`config.mk`:
```
export PLATFORM = sky130hd
export DESIGN_NAME = contiguous_extent_allocator
export DESIGN_NICKNAME = d
export VERILOG_FILES = /design/src/cea_pkg.sv /design/src/cea_ram.sv /design/src/contiguous_extent_allocator.sv
export SDC_FILE = /design/constraint.sdc
export NUM_CORES = 2
export LEC_CHECK = 0
export ABC_AREA = 0
export BUFFER_PORTS_ARGS = -buffer_cell sky130_fd_sc_hd__buf_2
export CAP_MARGIN = 5
export CORE_AREA = 2 2 560 562
export DETAILED_ROUTE_END_ITERATION = 8
export DIE_AREA = 0 0 562 564
export PLACE_DENSITY_LB_ADDON = 0.2
export SETUP_SLACK_MARGIN = 0.02
export SLEW_MARGIN = 20
export SYNTH_ARGS = -nofsm -noshare
export SYNTH_HDL_FRONTEND = slang
export SYNTH_SLANG_ARGS = --single-unit
```
`constraint.sdc`:
```
create_clock -name clk -period 19.7 [get_ports clk]
set_clock_uncertainty 0.15 [all_clocks]
set_input_delay 3.94 -clock clk [delete_from_list [all_inputs] [get_ports clk]]
set_output_delay 3.94 -clock clk [all_outputs]
set_load 0.005 [all_outputs]
```
`src/cea_pkg.sv`:
```
// Types and constants of the contiguous extent allocator
package cea_pkg;

  // map digit: blocks handled per map word
  localparam int DIG_W  = 8;
  localparam int DIG_LG = 3;

  // field widths
  localparam int OP_W    = 2;
  localparam int START_W = 12;
  localparam int CNT_W   = 13;
  localparam int STAT_W  = 2;
  localparam int TB_W    = 13;
  localparam int FSS_W   = 12;
  localparam int CFG_IDX_W = 1;

  // last metadata block; search starts just past it after reset
  localparam logic [FSS_W-1:0] META_LAST_BLOCK = 12'd11;
  localparam logic [FSS_W-1:0] FSS_RESET       = META_LAST_BLOCK + 12'd1;
  localparam logic [TB_W-1:0]  TB_RESET        = 13'd4096;

  // register indexes
  localparam logic [CFG_IDX_W-1:0] CFG_TOTAL_BLOCKS = 1'b0;
  localparam logic [CFG_IDX_W-1:0] CFG_FIRST_START  = 1'b1;

  // operation codes
  localparam logic [OP_W-1:0] OP_ALLOC   = 2'd0;
  localparam logic [OP_W-1:0] OP_FREE    = 2'd1;
  localparam logic [OP_W-1:0] OP_RESERVE = 2'd2;

  typedef enum logic [STAT_W-1:0] {
    STAT_OK    = 2'd0,
    STAT_NOFIT = 2'd1,
    STAT_RANGE = 2'd2,
    STAT_EMPTY = 2'd3
  } stat_t;

  typedef enum logic [2:0] {
    ST_CLEAR,
    ST_IDLE,
    ST_CHECK,
    ST_SEARCH,
    ST_FILL,
    ST_DONE
  } state_t;

endpackage

```
`src/cea_ram.sv`:
```
// Generic simple dual-port RAM with registered read
module cea_ram #(
  parameter int WIDTH = 8,
  parameter int DEPTH = 512
) (
  input  logic                     clk,
  input  logic                     we,
  input  logic [$clog2(DEPTH)-1:0] waddr,
  input  logic [WIDTH-1:0]         wdata,
  input  logic [$clog2(DEPTH)-1:0] raddr,
  output logic [WIDTH-1:0]         rdata
);

  logic [WIDTH-1:0] mem [DEPTH];
  logic [WIDTH-1:0] rdata_r;

  // write port
  always_ff @(posedge clk) begin
    if (we) begin
      mem[waddr] <= wdata;
    end
  end

  // registered read port
  always_ff @(posedge clk) begin
    rdata_r <= mem[raddr];
  end

  assign rdata = rdata_r;

endmodule

```
`src/contiguous_extent_allocator.sv`:
```
// Contiguous extent allocator: first-fit search and range update over a block bitmap
//
//   channel  | signals                                     | handshake
//   ---------+---------------------------------------------+-------------------
//   in       | in_op, in_range_start, in_block_count       | in_valid/in_ready
//   out      | out_status, out_run_start                   | out_valid/out_ready
//   cfg      | cfg_index, cfg_data                         | cfg_wr_en, no wait
//
// Map: RAM of MAX_BLOCKS/8 words, 8 blocks per word, one word read a cycle.
// Free/reserve: a check step, then a fill pass over each map word the range touches.
// Allocate: a check step, a scan of the words up to the end of the fitting run, then
// a marking pass over the words of that run; no fit: a check step and the words scanned.
// After reset a clearing pass over all MAX_BLOCKS/8 map words holds in_ready low.
// A result waiting on out_ready lets the next item be taken, but holds it in ST_DONE.
module contiguous_extent_allocator #(
  parameter int MAX_BLOCKS = 4096
) (
  input  logic                                 clk,
  input  logic                                 rst_n,
  input  logic                                 in_valid,
  output logic                                 in_ready,
  input  logic [cea_pkg::OP_W-1:0]             in_op,
  input  logic [cea_pkg::START_W-1:0]          in_range_start,
  input  logic [cea_pkg::CNT_W-1:0]            in_block_count,
  output logic                                 out_valid,
  input  logic                                 out_ready,
  output logic [cea_pkg::STAT_W-1:0]           out_status,
  output logic [cea_pkg::START_W-1:0]          out_run_start,
  input  logic                                 cfg_wr_en,
  input  logic [cea_pkg::CFG_IDX_W-1:0]        cfg_index,
  input  logic [cea_pkg::TB_W-1:0]             cfg_data
);

  localparam int DW  = cea_pkg::DIG_W;
  localparam int DL  = cea_pkg::DIG_LG;
  localparam int NW  = MAX_BLOCKS / DW;
  localparam int WA  = $clog2(NW);
  localparam int BKW = WA + DL;
  localparam int VW  = $clog2(MAX_BLOCKS + 1);
  localparam int CW0 = (VW > BKW + 1) ? VW : BKW + 1;
  localparam int CW  = (CW0 > 14) ? CW0 : 14;
  localparam logic [CW-1:0] MAXC = CW'(MAX_BLOCKS);

  // configuration registers
  logic [cea_pkg::TB_W-1:0]  tb_r;
  logic [cea_pkg::FSS_W-1:0] fss_r;

  always_ff @(posedge clk) begin
    if (!rst_n) begin
      tb_r  <= cea_pkg::TB_RESET;
      fss_r <= cea_pkg::FSS_RESET;
    end else if (cfg_wr_en) begin
      case (cfg_index)
        cea_pkg::CFG_TOTAL_BLOCKS: tb_r  <= cfg_data;
        cea_pkg::CFG_FIRST_START:  fss_r <= cfg_data[cea_pkg::FSS_W-1:0];
        default: ;
      endcase
    end
  end

  // volume size clipped to the map capacity
  logic [CW-1:0] tb_ext, fss_ext, vol;
  assign tb_ext  = CW'(tb_r);
  assign fss_ext = CW'(fss_r);
  assign vol     = (tb_ext > MAXC) ? MAXC : tb_ext;

  // control and item registers
  cea_pkg::state_t state_r, state_nxt;
  logic [WA-1:0]   clr_addr_r, clr_addr_nxt;
  logic [cea_pkg::OP_W-1:0]    op_r, op_nxt;
  logic [cea_pkg::START_W-1:0] rstart_r, rstart_nxt;
  logic [cea_pkg::CNT_W-1:0]   count_r, count_nxt;
  logic [WA-1:0]   scan_addr_r, scan_addr_nxt;
  logic [WA-1:0]   last_word_r, last_word_nxt;
  logic            issue_done_r, issue_done_nxt;
  logic            pv_r, pv_nxt;
  logic [WA-1:0]   paddr_r, paddr_nxt;
  logic [CW-1:0]   run_r, run_nxt;
  logic [CW-1:0]   fstart_r, fstart_nxt;
  logic [CW-1:0]   fend_r, fend_nxt;
  logic            fval_r, fval_nxt;
  cea_pkg::stat_t  res_stat_r, res_stat_nxt;
  logic [cea_pkg::START_W-1:0] res_ext_r, res_ext_nxt;
  logic            out_valid_r, out_valid_nxt;
  cea_pkg::stat_t  out_stat_r, out_stat_nxt;
  logic [cea_pkg::START_W-1:0] out_ext_r, out_ext_nxt;

  // map RAM
  logic          ram_we;
  logic [WA-1:0] ram_waddr;
  logic [DW-1:0] ram_wdata, ram_rdata;

  cea_ram #(
    .WIDTH (DW),
    .DEPTH (NW)
  ) u_map (
    .clk   (clk),
    .we    (ram_we),
    .waddr (ram_waddr),
    .wdata (ram_wdata),
    .raddr (scan_addr_r),
    .rdata (ram_rdata)
  );

  // evaluate the word in hand: run lengths for the search, merged bits for the fill
  logic [CW-1:0] need;
  logic [CW-1:0] blk_v [DW];
  logic [CW-1:0] run_v [DW];
  logic [DW-1:0] used_v, found_v, fill_word;
  logic          has_used, hit;
  int            last_used;
  logic [DL-1:0] hit_j;
  logic [CW-1:0] hit_blk, fend_found, fstart_found;

  assign need = CW'(count_r);

  always_comb begin
    for (int j = 0; j < DW; j++) begin
      blk_v[j]  = CW'({paddr_r, DL'(j)});
      used_v[j] = ram_rdata[j] || (blk_v[j] < fss_ext) || (blk_v[j] >= vol);
      fill_word[j] = ((blk_v[j] >= fstart_r) && (blk_v[j] < fend_r)) ? fval_r : ram_rdata[j];
    end
    has_used  = 1'b0;
    last_used = 0;
    for (int j = 0; j < DW; j++) begin
      has_used  = 1'b0;
      last_used = 0;
      for (int k = 0; k < DW; k++) begin
        if (k <= j && used_v[k]) begin
          has_used  = 1'b1;
          last_used = k;
        end
      end
      run_v[j]   = has_used ? CW'(j - last_used) : run_r + CW'(j + 1);
      found_v[j] = !used_v[j] && (run_v[j] == need);
    end
    hit   = |found_v;
    hit_j = '0;
    for (int j = DW - 1; j >= 0; j--) begin
      if (found_v[j]) begin
        hit_j = DL'(j);
      end
    end
    hit_blk      = blk_v[hit_j];
    fend_found   = hit_blk + CW'(1);
    fstart_found = fend_found - need;
  end

  // checks on the accepted item
  logic [CW-1:0] range_end, range_last, vol_last;
  assign range_end  = CW'(rstart_r) + CW'(count_r);
  assign range_last = range_end - CW'(1);
  assign vol_last   = vol - CW'(1);

  // state register
  always_ff @(posedge clk) begin
    if (!rst_n) begin
      state_r     <= cea_pkg::ST_CLEAR;
      clr_addr_r  <= '0;
      pv_r        <= 1'b0;
      out_valid_r <= 1'b0;
    end else begin
      state_r     <= state_nxt;
      clr_addr_r  <= clr_addr_nxt;
      pv_r        <= pv_nxt;
      out_valid_r <= out_valid_nxt;
    end
  end

  // payload and datapath registers
  always_ff @(posedge clk) begin
    op_r         <= op_nxt;
    rstart_r     <= rstart_nxt;
    count_r      <= count_nxt;
    scan_addr_r  <= scan_addr_nxt;
    last_word_r  <= last_word_nxt;
    issue_done_r <= issue_done_nxt;
    paddr_r      <= paddr_nxt;
    run_r        <= run_nxt;
    fstart_r     <= fstart_nxt;
    fend_r       <= fend_nxt;
    fval_r       <= fval_nxt;
    res_stat_r   <= res_stat_nxt;
    res_ext_r    <= res_ext_nxt;
    out_stat_r   <= out_stat_nxt;
    out_ext_r    <= out_ext_nxt;
  end

  // next state and outputs
  always_comb begin
    state_nxt      = state_r;
    clr_addr_nxt   = clr_addr_r;
    op_nxt         = op_r;
    rstart_nxt     = rstart_r;
    count_nxt      = count_r;
    scan_addr_nxt  = scan_addr_r;
    last_word_nxt  = last_word_r;
    issue_done_nxt = issue_done_r;
    pv_nxt         = 1'b0;
    paddr_nxt      = paddr_r;
    run_nxt        = run_r;
    fstart_nxt     = fstart_r;
    fend_nxt       = fend_r;
    fval_nxt       = fval_r;
    res_stat_nxt   = res_stat_r;
    res_ext_nxt    = res_ext_r;
    out_valid_nxt  = out_valid_r && !out_ready;
    out_stat_nxt   = out_stat_r;
    out_ext_nxt    = out_ext_r;
    ram_we         = 1'b0;
    ram_waddr      = paddr_r;
    ram_wdata      = fill_word;
    in_ready       = 1'b0;

    // stream reads: one map word issued per cycle while scanning or filling
    if ((state_r == cea_pkg::ST_SEARCH || state_r == cea_pkg::ST_FILL) && !issue_done_r) begin
      scan_addr_nxt  = scan_addr_r + WA'(1);
      pv_nxt         = 1'b1;
      paddr_nxt      = scan_addr_r;
      issue_done_nxt = (scan_addr_r == last_word_r);
    end

    case (state_r)
      cea_pkg::ST_CLEAR: begin
        ram_we       = 1'b1;
        ram_waddr    = clr_addr_r;
        ram_wdata    = '0;
        clr_addr_nxt = clr_addr_r + WA'(1);
        if (clr_addr_r == WA'(NW - 1)) begin
          state_nxt = cea_pkg::ST_IDLE;
        end
      end

      cea_pkg::ST_IDLE: begin
        in_ready = 1'b1;
        if (in_valid) begin
          op_nxt     = in_op;
          rstart_nxt = in_range_start;
          count_nxt  = in_block_count;
          state_nxt  = cea_pkg::ST_CHECK;
        end
      end

      cea_pkg::ST_CHECK: begin
        res_ext_nxt    = '0;
        res_stat_nxt   = cea_pkg::STAT_OK;
        issue_done_nxt = 1'b0;
        run_nxt        = '0;
        state_nxt      = cea_pkg::ST_DONE;
        case (op_r)
          cea_pkg::OP_ALLOC: begin
            if (count_r == '0) begin
              res_stat_nxt = cea_pkg::STAT_EMPTY;
            end else if (fss_ext >= vol) begin
              res_stat_nxt = cea_pkg::STAT_NOFIT;
            end else begin
              scan_addr_nxt = fss_ext[DL +: WA];
              last_word_nxt = vol_last[DL +: WA];
              state_nxt     = cea_pkg::ST_SEARCH;
            end
          end
          cea_pkg::OP_FREE, cea_pkg::OP_RESERVE: begin
            if (count_r == '0) begin
              res_stat_nxt = cea_pkg::STAT_EMPTY;
            end else if (range_end > vol) begin
              res_stat_nxt = cea_pkg::STAT_RANGE;
            end else begin
              fstart_nxt    = CW'(rstart_r);
              fend_nxt      = range_end;
              fval_nxt      = (op_r == cea_pkg::OP_RESERVE);
              scan_addr_nxt = rstart_r[DL +: (cea_pkg::START_W - DL)] == '0 ?
                              WA'(0) : WA'(rstart_r >> DL);
              last_word_nxt = range_last[DL +: WA];
              state_nxt     = cea_pkg::ST_FILL;
            end
          end
          default: ;
        endcase
      end

      cea_pkg::ST_SEARCH: begin
        if (pv_r) begin
          if (hit) begin
            // mark the run found: restart the stream over its words
            fstart_nxt     = fstart_found;
            fend_nxt       = fend_found;
            fval_nxt       = 1'b1;
            res_ext_nxt    = fstart_found[cea_pkg::START_W-1:0];
            scan_addr_nxt  = fstart_found[DL +: WA];
            last_word_nxt  = paddr_r;
            issue_done_nxt = 1'b0;
            pv_nxt         = 1'b0;
            state_nxt      = cea_pkg::ST_FILL;
          end else if (paddr_r == last_word_r) begin
            res_stat_nxt = cea_pkg::STAT_NOFIT;
            pv_nxt       = 1'b0;
            state_nxt    = cea_pkg::ST_DONE;
          end else begin
            run_nxt = run_v[DW-1];
          end
        end
      end

      cea_pkg::ST_FILL: begin
        if (pv_r) begin
          ram_we = 1'b1;
          if (paddr_r == last_word_r) begin
            state_nxt = cea_pkg::ST_DONE;
          end
        end
      end

      cea_pkg::ST_DONE: begin
        if (!out_valid_r || out_ready) begin
          out_valid_nxt = 1'b1;
          out_stat_nxt  = res_stat_r;
          out_ext_nxt   = res_ext_r;
          state_nxt     = cea_pkg::ST_IDLE;
        end
      end

      default: state_nxt = cea_pkg::ST_IDLE;
    endcase
  end

  assign out_valid     = out_valid_r;
  assign out_status    = out_stat_r;
  assign out_run_start = out_ext_r;

endmodule

```
# Word-level counts from Yosys, hierarchy flattened
# Memories as Yosys holds them, arrays and structs flattened. A register that Yosys moved wholly into a read port is not among the register bits.
# Index checks and enable logic that the tools add are counted.
# W data, S select, Z words.
[totals]
register_bits = 165
latchBits = 0
ram_bits = 4096
mem_bits_ro = 0
in_bits = 46
out_inout_bits = 16
wordCells = 307
n_memories = 1
[op_classes]
add_sub_neg = 22
n_mul = 0
div = 0
order_cmp = 36
eq_ne = 35
shift = 0
mux = 126
bitwise_logic = 2
n_reduce_logical = 64
[mem_list]
columns = ["memory", "words", "width", "read_ports", "rd_ports_with_merged_regs", "wr", "line", "rtl"]
rows = [
  ["u_map.mem", 512, 8, 1, 1, 1, "cea_ram.sv:14", "logic [WIDTH-1:0] mem [DEPTH];"],
]
[op_table]
columns = ["operator", "count"]
rows = [
  ["$mux W14", 28],
  ["$mux W9", 15],
  ["$ge A12 B13 Y1", 9],
  ["$eq A14 B13 Y1", 8],
  ["$ge A12 B14 Y1", 8],
  ["$lt A12 B14 Y1", 8],
  ["$lt A12 B12 Y1", 8],
  ["$pmux W14 S2", 3],
  ["$pmux W9 S2", 4],
  ["$add A14 B3 Y14 const B", 4],
  ["$sub A4 B14 Y14 const A", 4],
  ["$mux W3", 17],
  ["$bmux W14 S3", 1],
  ["$mux W1", 39],
  ["$add A14 B1 Y14 const B", 2],
  ["$add A14 B2 Y14 const B", 2],
  ["$sub A3 B14 Y14 const A", 2],
  ["$mux W12", 2],
  ["$pmux W12 S2", 1],
  ["$sub A12 B1 Y12 const B", 2],
  ["$ne A2 B2 Y1 const B", 11],
  ["$add A9 B1 Y9 const B", 2],
  ["$eq A9 B9 Y1", 2],
  ["$logic_and A1 B1 Y1", 18],
  ["other kinds (40)", 85],
]

# Depth between registers and ports, before layout
[logic_depth]
word_depth = 32
depth_mapped = 40

# Hierarchy
# Synthesis repeated with hierarchy kept, for this count alone.
[unflattened]
hier_cells = 9957
area_unflattened_um2 = 175977.5
[by_module_without_submodules]
columns = ["mod", "instances", "cells_per_inst", "area_each_um2", "seq_area_each_um2"]
rows = [
  ["cea_ram", 1, 8030, 159927.1, 123158.1],
  ["contiguous_extent_allocator", 1, 1927, 16050.4, 4464.3],
]

# Least setup slack after synthesis
# OpenSTA, ideal clock, no wires.
[synth_path]
path_type = "register -> register"
from = "register paddr_r[4]"
to = "memory u_map.mem[0][1], data pin"
setup_time_ns = 2.941
arrival_time_ns = 15.583
required_ns = 16.609
setup_slack_ns = 1.026
stages_incl_launch_ff = 14
path_buffers = 1
cell_sequence = "edfxtp_1 -> ha_1 -> a21o_1 -> a21oi_1 -> nor2b_1 -> o21ai_0 -> nand2b_1 -> a21oi_1 -> or3_1 -> clkbuf_1 -> o21ai_0 -> nor2_1 -> nand2_1 -> a21oi_1"
[synth_via]
elab_chain_cells = 4
[synth_lines]
columns = ["item", "line", "rtl"]
rows = [
  ["start, declared", "contiguous_extent_allocator.sv:77", "logic [WA-1:0] paddr_r, paddr_nxt;"],
  ["start signal, assigned", "contiguous_extent_allocator.sv:178", "paddr_r <= paddr_nxt;"],
  ["$ge A12 B14 Y1 or $lt A12 B14 Y1 (tied branches)", "contiguous_extent_allocator.sv:121", "fill_word[j] = ((blk_v[j] >= fstart_r) && (blk_v[j] < fend_r)) ? fval_r : ram_rdata[j];"],
  ["$logic_and A1 B1 Y1 (*)", "contiguous_extent_allocator.sv:121", ""],
  ["$mux W1 (*)", "contiguous_extent_allocator.sv:121", ""],
  ["$mux W8 (*)", "contiguous_extent_allocator.sv:223", "case (state_r)"],
  ["via ram_wdata[1]", "contiguous_extent_allocator.sv:91", "logic [DW-1:0] ram_wdata, ram_rdata;"],
  ["end, declared", "cea_ram.sv:14", ""],
]
# The timed path passes the listed nets; every way through them passes the cells marked *.

# Worst setup path in the final report
[layout_path]
from = "register tb_r[12] (netlist bit)"
to = "register scan_addr_r[8]"
[layout_via]
elab_chain_cells = 32
[layout_lines]
columns = ["item", "line", "rtl"]
rows = [
  ["start, declared", "contiguous_extent_allocator.sv:45", "logic [cea_pkg::TB_W-1:0] tb_r;"],
  ["start signal, assigned", "contiguous_extent_allocator.sv:50", "tb_r <= cea_pkg::TB_RESET;"],
  ["start signal, assigned", "contiguous_extent_allocator.sv:54", "cea_pkg::CFG_TOTAL_BLOCKS: tb_r <= cfg_data;"],
  ["$gt A13 B13 Y1", "contiguous_extent_allocator.sv:65", "assign vol = (tb_ext > MAXC) ? MAXC : tb_ext;"],
  ["$mux W13 (*)", "contiguous_extent_allocator.sv:65", ""],
  ["$ge A12 B13 Y1", "contiguous_extent_allocator.sv:120", "used_v[j] = ram_rdata[j] || (blk_v[j] < fss_ext) || (blk_v[j] >= vol);"],
  ["$logic_or A1 B1 Y1", "contiguous_extent_allocator.sv:120", ""],
  ["$mux W1", "contiguous_extent_allocator.sv:129", "if (k <= j && used_v[k]) begin"],
  ["$mux W2 or $mux W1 (tied branches)", "contiguous_extent_allocator.sv:129", ""],
  ["$mux W14 or $mux W1 (tied branches) (5 in series)", "contiguous_extent_allocator.sv:129", ""],
  ["$sub A4 B14 Y14 or $mux W1 (tied branches)", "contiguous_extent_allocator.sv:134, contiguous_extent_allocator.sv:129", ""],
  ["(+12 left out)", "n/a", ""],
  ["$bmux W14 S3", "contiguous_extent_allocator.sv:144", "hit_blk = blk_v[hit_j];"],
  ["$mux W14 (implied by the code) (2 in series)", "contiguous_extent_allocator.sv:144", ""],
  ["$add A14 B1 Y14", "contiguous_extent_allocator.sv:145", "fend_found = hit_blk + CW'(1);"],
  ["$sub A14 B13 Y14", "contiguous_extent_allocator.sv:146", "fstart_found = fend_found - need;"],
  ["$mux W9", "contiguous_extent_allocator.sv:283", "if (hit) begin"],
  ["$mux W9", "contiguous_extent_allocator.sv:282", "if (pv_r) begin"],
  ["$pmux W9 S2 (*)", "contiguous_extent_allocator.sv:223", ""],
  ["via scan_addr_nxt[8]", "contiguous_extent_allocator.sv:73", "logic [WA-1:0] scan_addr_r, scan_addr_nxt;"],
  ["end signal, assigned", "contiguous_extent_allocator.sv:175", "scan_addr_r <= scan_addr_nxt;"],
  ["end, declared", "contiguous_extent_allocator.sv:73", ""],
]
# The timed path passes the listed nets; every way through them passes the cells marked *. The select of a mux whose other input is x is not followed.
# A chain may end at the register's enable or synchronous reset.

==> results.tsv <==
metric	value	unit
powerDensity	102	mW/mm^2
cts_root_buf	clkbuf_16	
design_area	0.193	mm^2
stdcell_count	13400	
cts_hold_buffers	0	
cts_resized	0	
io_buffer_count	61	
critPathMostFrequentCell	o21ai_0	
ioPinCount	62	
grt_max_degree	233	
cts-htree-levels	5	
fin_crit	9380	ps
tns	0	ps
finalCritPeriodShare	47.6	%
area_delta_synth_final	11.0	%
crit_type	flip-flop to flip-flop	
dieArea	0.317	mm^2
clk_pin_slew_worst_paths	70	ps
synth_most_common_cell	edfxtp_1	
wl_per_cell	33.4	um
grt_antenna_before_repair	28	
rows	205	
power.internal	15.1	mW
cts_inserted_buffers	425	
slew_viol_final	0	
fmax	107	MHz
hpwl	262000	um
irDropWorstVdd	0.0000779	V
comb_power_share	7.1	%
placedCellCount	12600	
cp.required	20400	ps
ys_types	97	
hold_class	flip-flop to flip-flop	
drt_iter0_drc	12500	
layout.nets	9037	
cts_tree	yes	
start_util	55.9	%
rsz0062_at_grt	no	
final-hold-violation-count	0	
leakage	62.9	nW
yosysSeqAreaShare	73.5	%
grtUsageTotal	28.1	%
path_max_fanout	18	
synth_edf_count	4212	
setup_viol	0	
cp-end-kind	flip-flop	
ys_async_sr_fraction	0	%
synth_area	0.174	mm^2
dr.pass1.iters	7	
ys_warn_count	0	
wirelength	447000	um
grt_pass1_vias	87500	
vias	89300	
layout-drive-gt1-share	22.6	%
worst_setup_path_start_kind	flip-flop	
syn_inst	8766	
die_y	564	um
p_seq_share	52.0	%
synth.area.top_cells	edfxtp_1 73%, mux4_2 15%, nor2_1 1.5%, mux2i_1 1.4%, ha_1 0.80%	
grt_pass1_wl	641000	um
cp.arrival	10070	ps
synth_nets	8925	
netSwitchingPower	4.55	mW
synth_common_cells	4,212 x edfxtp_1, 1,189 x mux4_2, 693 x nor2_1, 327 x clkbuf_1, 303 x nand2_1	
ys_seq_elements	4269	
worst_pin_slew	1290	ps
die_w	562	um
cts_buffer_depth	4	
post_cts_buffers	0	
placedInstanceArea	0.179	mm^2
avgViaCountPerCell	6.68	
fp.coreArea	0.311	mm^2
ant_nets	0	
slew_headroom	13.9	%
fillers	21200	
max_stage_delay	760	ps
drv_cap	0	
yosys.area.top_type_share	72.8	%
clkSinkCount	4269	
post-synth-top-area-cell	edfxtp_1	
gr-total-overflow	0	
avgSynthCellArea	19.8	um^2
clock_latency	970	ps
switching_share	23.2	%
synthFlopType	edfxtp_1	
clockPowerShare	40.9	%
crit_slowest_cell	nor3_4	
drc_errors	0	
status	finished, final reports clean	
routabilityCongestion	0.902	
stage by stage:
stage          power [mW]  setup WS (ps)  hold slack (ps)  utilization (%)
4_1_cts              19.7          10490              269             62.0
6_report             19.7          10320              272             62.0
5_1_grt              20.1           9730              275             62.0
3_3_place_gp         11.8          10400              257             57.5
2_1_floorplan        11.2           1030              250                -
3_5_place_dp         11.8          10470              256             57.5
power by group through the flow:
stage | sequential [mW] | combinational, mW | clock, mW
2_1_floorplan | 10.6 | 0.692 | 0
5_1_grt | 10.2 | 1.45 | 8.47
3_5_place_dp | 10.4 | 1.38 | 0
4_1_cts | 10.2 | 1.39 | 8.12
3_3_place_gp | 10.4 | 1.36 | 0
6_report | 10.2 | 1.40 | 8.05
registers in the layout (all words and copies together) (netlist names), 9 cells and up:
name and count:
u_map.mem 4096, fend_r 14, fstart_r 14, run_r 14, count_r 13, tb_r 13
fss_r 12, out_run_start 12, res_ext_r 12, rstart_r 12, clr_addr_r 9, last_word_r 9
paddr_r 9, scan_addr_r 9
layer usage:
metal  GRT usage (%)  vias to the layer above  share of wire, %
met4            8.34                       16               3.2
met1            41.1                    47500                40
met2            44.1                     4625                48
met5               0                        -             0.018
li1                -                    36500                 -
met3            4.82                      747               9.3
layout by cell type, fill, tap and decap left out, drive strengths merged, types with 31 or more instances in the layout:
cell,Yosys,layout
clkinv,3,189
a21boi,36,36
a211oi,35,35
ha,111,111
nand2,303,303
nor3,72,72
nand3,62,62
o21ai,110,110
dfxtp,57,57
clkbuf,327,524
edfxtp,4212,4212
buf,198,210
a31oi,43,43
xnor2,115,115
nor2,694,694
o221ai,97,97
bufinv,0,44
mux4,1189,1189
a21o,31,31
a21oi,192,192
xor2,54,54
mux2i,243,243
inv,98,109
nand4,44,44
layout make-up:
| type | count | area [um^2] | share of cell area (%) |
|---|---|---|---|
| clock buffer | 524 | 11100 | 5.78 |
| antenna | 7 | 17.5 | 0.00909 |
| sequential | 4269 | 128000 | 66.2 |
| tap | 4140 | 5180 | 2.69 |
| clock inverter | 255 | 2660 | 1.38 |
| multi-input combinational | 3871 | 43900 | 22.8 |
| timing repair buffer | 210 | 1780 | 0.925 |
| inverter | 101 | 389 | 0.202 |
path summary, 6_finish.rpt:
kind | startpoint | end | slack, ps | cells after the start
min | res_ext_r[1] | out_run_start[1] | 270 | 0
min reg2reg | res_ext_r[1] | out_run_start[1] | 270 | 0
max reg2reg | tb_r[12] | scan_addr_r[8] | 10320 | 29
max | tb_r[12] | scan_addr_r[8] | 10320 | 29
worst max-delay path, delay by kind of cell (launching register included):
family          cells  cell delay [ps]
compound gates     14             3060
simple gates        7             3580
fa+ha+maj           3              840
buf+inv             2              400
xor+xnor            1              170
mux                 2              540
flops               1              560
cells by family after synthesis:
logic type	count (synthesis)	synth area share [%]
and+or+nand+nor	1389	3.58
AOI/OAI and AO/OA	747	2.93
DFF	4269	73.5
adders and majority gates	113	0.823
buffers and inverters	626	1.37
xor gates and xnor gates	170	0.865
muxes	1452	16.9
Note: power is estimated with default switching activity, not from simulation.
